===== config.mk =====
export PLATFORM = sky130hd
export DESIGN_NAME = playfair_stream_encrypt
export DESIGN_NICKNAME = d
export VERILOG_FILES = /design/src/sv/pfe_pkg.sv /design/src/sv/pfe_front.sv /design/src/sv/pfe_queue.sv /design/src/sv/pfe_back.sv /design/src/sv/playfair_stream_encrypt.sv
export SDC_FILE = /design/constraint.sdc
export NUM_CORES = 1
export LEC_CHECK = 0
export ABC_AREA = 1
export CAP_MARGIN = 20
export CORE_ASPECT_RATIO = 2
export CORE_MARGIN = 1
export CORE_UTILIZATION = 60
export CTS_CLUSTER_SIZE = 14
export DETAILED_ROUTE_END_ITERATION = 10
export DONT_BUFFER_PORTS = 1
export PLACE_DENSITY_LB_ADDON = 0.08
export SETUP_SLACK_MARGIN = 0.1
export SLEW_MARGIN = 20
export SYNTH_ARGS = -nofsm -noshare
export SYNTH_HDL_FRONTEND = slang
export SYNTH_HIERARCHICAL = 1
export SYNTH_SLANG_ARGS = --single-unit

===== constraint.sdc =====
create_clock -name clk -period 6.95 [get_ports clk]
set_input_delay 1.39 -clock clk [delete_from_list [all_inputs] [get_ports clk]]
set_output_delay 1.39 -clock clk [all_outputs]
set_load 0.01 [all_outputs]

===== src/sv/pfe_pkg.sv =====
// Shared types and constants for the Playfair stream encryptor.
`default_nettype none
package pfe_pkg;

  localparam int CELL_COUNT = 25;
  localparam int SIDE = 5;
  localparam int CODE_W = 5;
  localparam int POS_W = 5;
  localparam int ROWCOL_W = 3;
  localparam int LOW_W = 50;
  localparam int MID_W = 50;
  localparam int HIGH_W = 25;
  localparam int QUEUE_DEPTH = 4;
  localparam int QPTR_W = 2;
  localparam int QCNT_W = 3;

  localparam logic [7:0] CHAR_A = 8'd65;
  localparam logic [7:0] CHAR_Z = 8'd90;
  localparam logic [CODE_W-1:0] CODE_X = 5'd23;
  localparam logic [CODE_W-1:0] CODE_J = 5'd9;
  localparam logic [CODE_W-1:0] CODE_I = 5'd8;

  typedef enum logic [1:0] {
    CFG_KEY_LOW  = 2'd0,
    CFG_KEY_MID  = 2'd1,
    CFG_KEY_HIGH = 2'd2
  } cfg_index_t;

  typedef logic [CELL_COUNT-1:0][CODE_W-1:0] key_square_t;

  typedef struct packed {
    logic [CODE_W-1:0] first;
    logic [CODE_W-1:0] second;
    logic              has_pair;
    logic              last;
  } job_t;

  typedef struct packed {
    logic [1:0] count;
    job_t       job0;
    job_t       job1;
  } push_t;

endpackage
`default_nettype wire


===== src/sv/pfe_front.sv =====
// Front end: filters letters, inserts doubling X, forms pairs and end markers.
`default_nettype none
module pfe_front (
  input  wire logic         clk,
  input  wire logic         rst,
  input  wire logic         accept,
  input  wire logic [7:0]   in_char,
  input  wire logic         in_last,
  output pfe_pkg::push_t    push
);
  import pfe_pkg::*;

  logic [CODE_W-1:0] pending_code;
  logic              pending_valid;
  logic [CODE_W-1:0] previous_code;
  logic              previous_valid;

  logic              is_letter;
  logic [CODE_W-1:0] code;
  logic              doubled;
  logic [1:0]        count;
  job_t              job0;
  job_t              job1;
  logic [CODE_W-1:0] pc;
  logic              pv;

  always_comb begin
    is_letter = (in_char >= CHAR_A) && (in_char <= CHAR_Z);
    code = CODE_W'(in_char - CHAR_A);
    doubled = is_letter && previous_valid && (code == previous_code);
    count = 2'd0;
    job0 = '0;
    job1 = '0;
    pc = pending_code;
    pv = pending_valid;
    if (is_letter) begin
      if (doubled) begin
        if (pv) begin
          job0 = '{first: pc, second: CODE_X, has_pair: 1'b1, last: 1'b0};
          count = 2'd1;
          pc = code;
        end else begin
          job0 = '{first: CODE_X, second: code, has_pair: 1'b1, last: 1'b0};
          count = 2'd1;
          pv = 1'b0;
        end
      end else if (pv) begin
        job0 = '{first: pc, second: code, has_pair: 1'b1, last: 1'b0};
        count = 2'd1;
        pv = 1'b0;
      end else begin
        pc = code;
        pv = 1'b1;
      end
    end
    if (in_last) begin
      if (pv) begin
        if (count == 2'd0) begin
          job0 = '{first: pc, second: CODE_X, has_pair: 1'b1, last: 1'b1};
          count = 2'd1;
        end else begin
          job1 = '{first: pc, second: CODE_X, has_pair: 1'b1, last: 1'b1};
          count = 2'd2;
        end
      end else if (count == 2'd0) begin
        job0 = '{first: '0, second: '0, has_pair: 1'b0, last: 1'b1};
        count = 2'd1;
      end else begin
        job0.last = 1'b1;
      end
    end
    push.count = accept ? count : 2'd0;
    push.job0 = job0;
    push.job1 = job1;
  end

  always_ff @(posedge clk) begin
    if (rst) begin
      pending_code <= '0;
      pending_valid <= 1'b0;
      previous_code <= '0;
      previous_valid <= 1'b0;
    end else if (accept) begin
      if (in_last) begin
        pending_code <= '0;
        pending_valid <= 1'b0;
        previous_code <= '0;
        previous_valid <= 1'b0;
      end else begin
        pending_code <= pc;
        pending_valid <= pv;
        if (is_letter) begin
          previous_code <= code;
          previous_valid <= 1'b1;
        end
      end
    end
  end

endmodule
`default_nettype wire


===== src/sv/pfe_queue.sv =====
// Small job queue between front and back, taking up to two jobs per cycle.
`default_nettype none
module pfe_queue (
  input  wire logic                    clk,
  input  wire logic                    rst,
  input  wire pfe_pkg::push_t          push,
  input  wire logic                    pop,
  output pfe_pkg::job_t                head,
  output logic                         not_empty,
  output logic                         room_for_two
);
  import pfe_pkg::*;

  job_t              entries [QUEUE_DEPTH];
  logic [QPTR_W-1:0] wr_ptr;
  logic [QPTR_W-1:0] rd_ptr;
  logic [QCNT_W-1:0] count;
  logic [QCNT_W-1:0] count_next;
  logic              do_pop;

  assign head = entries[rd_ptr];
  assign not_empty = (count != '0);
  assign room_for_two = (count <= QCNT_W'(QUEUE_DEPTH - 2));
  assign do_pop = pop && not_empty;

  always_comb begin
    count_next = count + QCNT_W'(push.count) - QCNT_W'(do_pop);
  end

  always_ff @(posedge clk) begin
    if (push.count != 2'd0) begin
      entries[wr_ptr] <= push.job0;
    end
    if (push.count == 2'd2) begin
      entries[wr_ptr + QPTR_W'(1)] <= push.job1;
    end
  end

  always_ff @(posedge clk) begin
    if (rst) begin
      wr_ptr <= '0;
      rd_ptr <= '0;
      count <= '0;
    end else begin
      wr_ptr <= wr_ptr + QPTR_W'(push.count);
      rd_ptr <= rd_ptr + QPTR_W'(do_pop);
      count <= count_next;
    end
  end

endmodule
`default_nettype wire


===== src/sv/pfe_back.sv =====
// Back end: finds pairs in the key square; emits two letters or an end marker.
`default_nettype none
module pfe_back (
  input  wire logic                 clk,
  input  wire logic                 rst,
  input  wire pfe_pkg::key_square_t cells,
  input  wire pfe_pkg::job_t        head,
  input  wire logic                 head_valid,
  output logic                      pop,
  output logic                      out_valid,
  input  wire logic                 out_stall,
  output logic [7:0]                out_char,
  output logic                      has_char,
  output logic                      out_last
);
  import pfe_pkg::*;

  function automatic logic [ROWCOL_W*2-1:0] locate(
    input key_square_t sq,
    input logic [CODE_W-1:0] letter
  );
    logic [CODE_W-1:0]   want;
    logic [ROWCOL_W-1:0] row;
    logic [ROWCOL_W-1:0] col;
    want = (letter == CODE_J) ? CODE_I : letter;
    row = '0;
    col = '0;
    for (int r = SIDE - 1; r >= 0; r--) begin
      for (int c = SIDE - 1; c >= 0; c--) begin
        if (sq[r * SIDE + c] == want) begin
          row = ROWCOL_W'(r);
          col = ROWCOL_W'(c);
        end
      end
    end
    return {row, col};
  endfunction

  function automatic logic [POS_W-1:0] cell_pos(
    input logic [ROWCOL_W-1:0] row,
    input logic [ROWCOL_W-1:0] col
  );
    return POS_W'((POS_W'(row) << 2) + POS_W'(row) + POS_W'(col));
  endfunction

  function automatic logic [ROWCOL_W-1:0] step5(input logic [ROWCOL_W-1:0] v);
    return (v == ROWCOL_W'(SIDE - 1)) ? '0 : v + ROWCOL_W'(1);
  endfunction

  logic [ROWCOL_W*2-1:0] loc1;
  logic [ROWCOL_W*2-1:0] loc2;
  logic [ROWCOL_W-1:0]   r1, c1, r2, c2;
  logic [POS_W-1:0]      p1_next;
  logic [POS_W-1:0]      p2_next;

  logic                  work_valid;
  logic                  work_phase;
  logic                  work_has;
  logic                  work_last;
  logic [POS_W-1:0]      p1;
  logic [POS_W-1:0]      p2;
  logic                  out_load;
  logic                  work_done;
  logic [CODE_W-1:0]     sel_code;

  always_comb begin
    loc1 = locate(cells, head.first);
    loc2 = locate(cells, head.second);
    r1 = loc1[ROWCOL_W*2-1:ROWCOL_W];
    c1 = loc1[ROWCOL_W-1:0];
    r2 = loc2[ROWCOL_W*2-1:ROWCOL_W];
    c2 = loc2[ROWCOL_W-1:0];
    if (r1 == r2) begin
      p1_next = cell_pos(r1, step5(c1));
      p2_next = cell_pos(r2, step5(c2));
    end else if (c1 == c2) begin
      p1_next = cell_pos(step5(r1), c1);
      p2_next = cell_pos(step5(r2), c2);
    end else begin
      p1_next = cell_pos(r1, c2);
      p2_next = cell_pos(r2, c1);
    end
  end

  assign out_load = !out_valid || !out_stall;
  assign work_done = work_valid && out_load && (work_phase || !work_has);
  assign pop = head_valid && (!work_valid || work_done);
  assign sel_code = work_phase ? cells[p2] : cells[p1];

  always_ff @(posedge clk) begin
    if (rst) begin
      work_valid <= 1'b0;
      work_phase <= 1'b0;
    end else if (pop) begin
      work_valid <= 1'b1;
      work_phase <= 1'b0;
    end else if (work_done) begin
      work_valid <= 1'b0;
      work_phase <= 1'b0;
    end else if (work_valid && out_load) begin
      work_phase <= 1'b1;
    end
  end

  always_ff @(posedge clk) begin
    if (pop) begin
      p1 <= p1_next;
      p2 <= p2_next;
      work_has <= head.has_pair;
      work_last <= head.last;
    end
  end

  always_ff @(posedge clk) begin
    if (rst) begin
      out_valid <= 1'b0;
    end else if (out_load) begin
      out_valid <= work_valid;
    end
  end

  always_ff @(posedge clk) begin
    if (out_load && work_valid) begin
      if (work_has) begin
        out_char <= CHAR_A + 8'(sel_code);
        has_char <= 1'b1;
        out_last <= work_phase && work_last;
      end else begin
        out_char <= '0;
        has_char <= 1'b0;
        out_last <= work_last;
      end
    end
  end

endmodule
`default_nettype wire


===== src/sv/playfair_stream_encrypt.sv =====
// Playfair stream encryptor top level: key registers, front end, job queue, back end.
// Plaintext bytes enter on in_char/in_last with in_valid; a transfer happens on a
// rising edge with in_valid high and in_stall low. Bytes outside A..Z are dropped,
// a repeated letter gets an X inserted before it, and in_last pads an odd letter
// with X. Each pair gives two cipher letters on out_char with has_char set; a
// message end that yields no letter gives one result with has_char low.
// out_last marks the final result of each message. Results transfer when out_valid
// is high and out_stall is low.
// The key square is written through cfg_valid/cfg_ready/cfg_index/cfg_data:
// index 0 holds cells 0 to 9, index 1 cells 10 to 19, index 2 cells 20 to 24,
// five bits per cell, row-major. Write it only while the block is idle.
// With the queue and back end empty, the pair a byte completes is written into the
// queue, then into the back end's work registers, then into the output register,
// which raises out_valid. One byte is taken per cycle while the four-entry job
// queue has two free slots; the output register gives one result per cycle while
// out_stall is low. Without stalls ordinary text sustains about one byte per cycle;
// in a run of repeated letters every byte completes a pair and gives two results.
// When the receiver stalls, the output holds, the queue fills, and in_stall rises.
// Reset clears the queue, the pairing state and the key square to all zero codes.
`default_nettype none
module playfair_stream_encrypt (
  input  wire logic         clk,
  input  wire logic         rst,
  input  wire logic         in_valid,
  output logic              in_stall,
  input  wire logic [7:0]   in_char,
  input  wire logic         in_last,
  output logic              out_valid,
  input  wire logic         out_stall,
  output logic [7:0]        out_char,
  output logic              has_char,
  output logic              out_last,
  input  wire logic         cfg_valid,
  output logic              cfg_ready,
  input  wire logic [1:0]   cfg_index,
  input  wire logic [49:0]  cfg_data
);
  import pfe_pkg::*;

  logic [LOW_W-1:0]  key_cells_low;
  logic [MID_W-1:0]  key_cells_mid;
  logic [HIGH_W-1:0] key_cells_high;
  key_square_t       cells;
  push_t             push;
  job_t              head;
  logic              head_valid;
  logic              room_for_two;
  logic              pop;
  logic              accept;

  assign cfg_ready = 1'b1;
  assign cells = {key_cells_high, key_cells_mid, key_cells_low};
  assign in_stall = !room_for_two;
  assign accept = in_valid && room_for_two;

  always_ff @(posedge clk) begin
    if (rst) begin
      key_cells_low <= '0;
      key_cells_mid <= '0;
      key_cells_high <= '0;
    end else if (cfg_valid && cfg_ready) begin
      unique case (cfg_index)
        CFG_KEY_LOW:  key_cells_low <= cfg_data[LOW_W-1:0];
        CFG_KEY_MID:  key_cells_mid <= cfg_data[MID_W-1:0];
        CFG_KEY_HIGH: key_cells_high <= cfg_data[HIGH_W-1:0];
        default: ;
      endcase
    end
  end

  pfe_front u_front (
    .clk     (clk),
    .rst     (rst),
    .accept  (accept),
    .in_char (in_char),
    .in_last (in_last),
    .push    (push)
  );

  pfe_queue u_queue (
    .clk          (clk),
    .rst          (rst),
    .push         (push),
    .pop          (pop),
    .head         (head),
    .not_empty    (head_valid),
    .room_for_two (room_for_two)
  );

  pfe_back u_back (
    .clk        (clk),
    .rst        (rst),
    .cells      (cells),
    .head       (head),
    .head_valid (head_valid),
    .pop        (pop),
    .out_valid  (out_valid),
    .out_stall  (out_stall),
    .out_char   (out_char),
    .has_char   (has_char),
    .out_last   (out_last)
  );

endmodule
`default_nettype wire


==> run summary <==
Outcome - finished with violations
Failing checks - design-rule violations
Vias in the first global route - 17800
Xor and xnor area share after synthesis - 0.0932
CTS Buf Count - 21
Most frequent cells in the layout - nand2_1 (558), nor2_1 (333), inv_1 (312), a21oi_1 (219), nand3_1 (188)
Worst-path maximum fanout - 31
Seq cells post-synth - 216
Clk buf depth - 3
Routed len/inst - 25.0 um
Switching pwr - 5.04 mW
Initial antenna violation count - 4
Yosys cell types - 63
Routed vias - 18600
IO Count - 79
Layout Cells excl Fill - 2990
Leak Pwr - 8.49 nW
Post-route ant nets - 0
Crit-path max cell delay - 0.87 ns
Placed cells - 2950
Post-cts sizing count - 0
First-pass GRT wire length - 111000 um
Sw Share - 0.542
Max VDD drop - 0.000544 V
Synth Instances - 2703
Most used cell, CP - inv_1
Setup violations, final - 0
Async SR Flop Fraction - 0
HP Class - reg2reg
Kind of critical path - reg2reg
CP startpoint kind - register
Clk_lat worst skew - 0.55 ns
Setup Buffers After CTS - 0
RSZ-0062 raised after global routing - no
Top FF cell, synth - dfxtp_1
Worst Path Required - 7.25 ns
CORE AREA - 0.0295 mm2
Total of max-cap violations - 0
Tcrit/Tclk final - 0.949
Mapped Area - 0.0180 mm2
Adder-cell share of the synthesized area - 0.0384
Drt initial violations - 2248
GP Congestion - 1.14
# fillers - 2707
Slowest CP cell - a2111oi_2
Peak Freq - 152 MHz
Clock share of power - 0.119
Drt total wl - 74800 um
Clock slew at reported path FFs - 0.07 ns
Most common cell after layout, fill and taps aside - nand2_1
Avg Inst Size Synth - 6.67 um2
TritonCTS clock tree - yes
Setup TNS - 0 ns
Multiplexer share of the synthesized area - 0
Final Skew - 0.0104 ns
H-Tree Level Count - 1
Area grow syn2layout - 3.13%
Pins over their slew limit - 0
DRT Pass-1 Iters - 11
P_int - 4.27 mW
Min cycle time layout - 6.60 ns
Slew margin rel. - 0.248
Initial core utilization - 0.611
GRT Total Usage - 0.487
Final-report hold violation count - 0
Total gr overflow - 0
EDFF count, synth - 69
P per Cell Area - 501 mW/mm2
CTS sink cnt - 216
Via density - 6.23
DIE HEIGHT - 247 um
Slew at the pin closest to its max-slew limit - 1.13 ns
Synth Area in Compound Gates - 0.182
Arrival time worst endpoint - 6.90 ns
Detail Placement HPWL - 53700 um
Comb pwr share - 0.685
Clock tree root driver cell - clkbuf_16
CP endpoint kind - register
Simple-gate share of the synthesized area - 0.285
Overall power - 9.32 mW
Layout Nets - 2726
Main combinational cell family by area after synthesis - simple AND/OR/NAND/NOR gates
Cts hold-fix bufs - 0
Yosys warnings - 6
Number of port buffers - 0
Largest net degree at the start of global routing - 103
FP Rows - 89
DRC Markers - 5
Proportion of layout cells with a drive suffix above 1 - 0.0827
Part of the Yosys area used for sequential elements - 0.278
Die area - 0.0308 mm2
Reg power frac - 0.195
Die X - 125 um
[metrics by stage]
| step | instance area, um2 | worst slack (ns) | hold WS [ns] | util |
|---|---|---|---|---|
| 2_1_floorplan | 18000 | 1.65 | 0.445 | - |
| 3_3_place_gp | 17900 | 1.08 | 0.460 | 0.608 |
| 3_5_place_dp | 17900 | 0.839 | 0.468 | 0.608 |
| 4_1_cts | 18600 | 0.836 | 0.478 | 0.630 |
| 5_1_grt | 18600 | 0.170 | 0.505 | 0.630 |
| 6_report | 18600 | 0.355 | 0.483 | 0.630 |
[power groups by stage]
stage / registers (mW) / logic [mW] / clock network (mW)
finish: 1.82 / 6.39 / 1.11
global route: 1.81 / 6.90 / 1.16
CTS: 1.79 / 6.12 / 1.11
detailed placement: 1.81 / 6.08 / 0
global placement: 1.82 / 6.00 / 0
floorplan: 1.69 / 4.56 / 0
[registers in the layout (all words and copies together), names as in the netlist, 2 cells and up]
signal and cells:
u_queue/count 3, u_front/previous_code 5, u_queue/entries 48, key_cells_high 25
u_front/pending_code 5, u_back/out_char 7, u_queue/wr_ptr 2, u_queue/rd_ptr 2
u_back/p1 5, key_cells_mid 50, u_back/p2 5, key_cells_low 50
[synth_stat cells (9+ instances only)]
master      n  share of area
nor2_2     12         0.0042
nand2_1   558           0.12
o21ai_2    49          0.024
nand3_1   190          0.053
buf_2      39          0.011
dfxtp_1   147           0.16
a221oi_1   15         0.0073
edfxtp_1   69           0.11
xnor2_1    80          0.039
o21ai_0   162          0.045
nand4_1    22         0.0076
o22ai_1    26         0.0090
buf_4      29          0.012
xor2_1    112          0.054
fa_1        9          0.010
inv_1     312          0.065
nor2_1    333          0.069
o211ai_1   25          0.010
inv_2      18         0.0037
o21ai_1    25         0.0069
clkbuf_1   53          0.011
buf_6      22          0.014
nand2_2    17         0.0059
ha_1       41          0.028
a21oi_1   219          0.061
[cells by family after synthesis]
logic type               Yosys count
buffers and inverters            494
AND/OR/NAND/NOR                 1188
XOR/XNOR                         192
other                              3
flip-flops                       216
adder cells (fa/ha/maj)           50
AO/OA/AOI/OAI                    560
[critical path, delay by kind of cell (launching register included)]
kind | cells | cell delay [ns]
buffers and inverters | 7 | 0.89
adder cells (fa/ha/maj) | 3 | 1.04
AO/OA/AOI/OAI | 7 | 1.95
XOR/XNOR | 2 | 0.38
AND/OR/NAND/NOR | 8 | 1.61
flip-flops | 1 | 0.44
[worst paths after layout]
path	start	end	slack, ns	depth (start not counted)
setup / recovery	u_queue/rd_ptr[1]	u_back/p2[4]	0.35	27
hold / removal	u_front/previous_code[0]	u_front/previous_code[0]	0.48	2
hold reg to reg	u_front/previous_code[0]	u_front/previous_code[0]	0.48	2
setup reg to reg	u_queue/rd_ptr[1]	u_back/p2[4]	0.35	27
[cell type report]
type,count,area (um2),share of cell area
multi-input combinational,1994,10900,0.588
antenna,1,2.50,0.000135
inverter,343,1300,0.0700
clock inverter,9,50.0,0.00269
sequential,216,5010,0.270
timing repair buffer,34,253,0.0136
tap,364,455,0.0245
clock buffer,29,586,0.0315
[metal layers]
metal | GRT usage | routed length, um | vias to the layer above
met2 | 0.802 | 34900 | 1207
met1 | 0.459 | 22800 | 8397
met4 | 0.502 | 9300 | 4
li1 | - | - | 8552
met3 | 0.165 | 7750 | 469
met5 | 0.0180 | 27 | -
No activity file was read; power rests on OpenSTA's default activity.
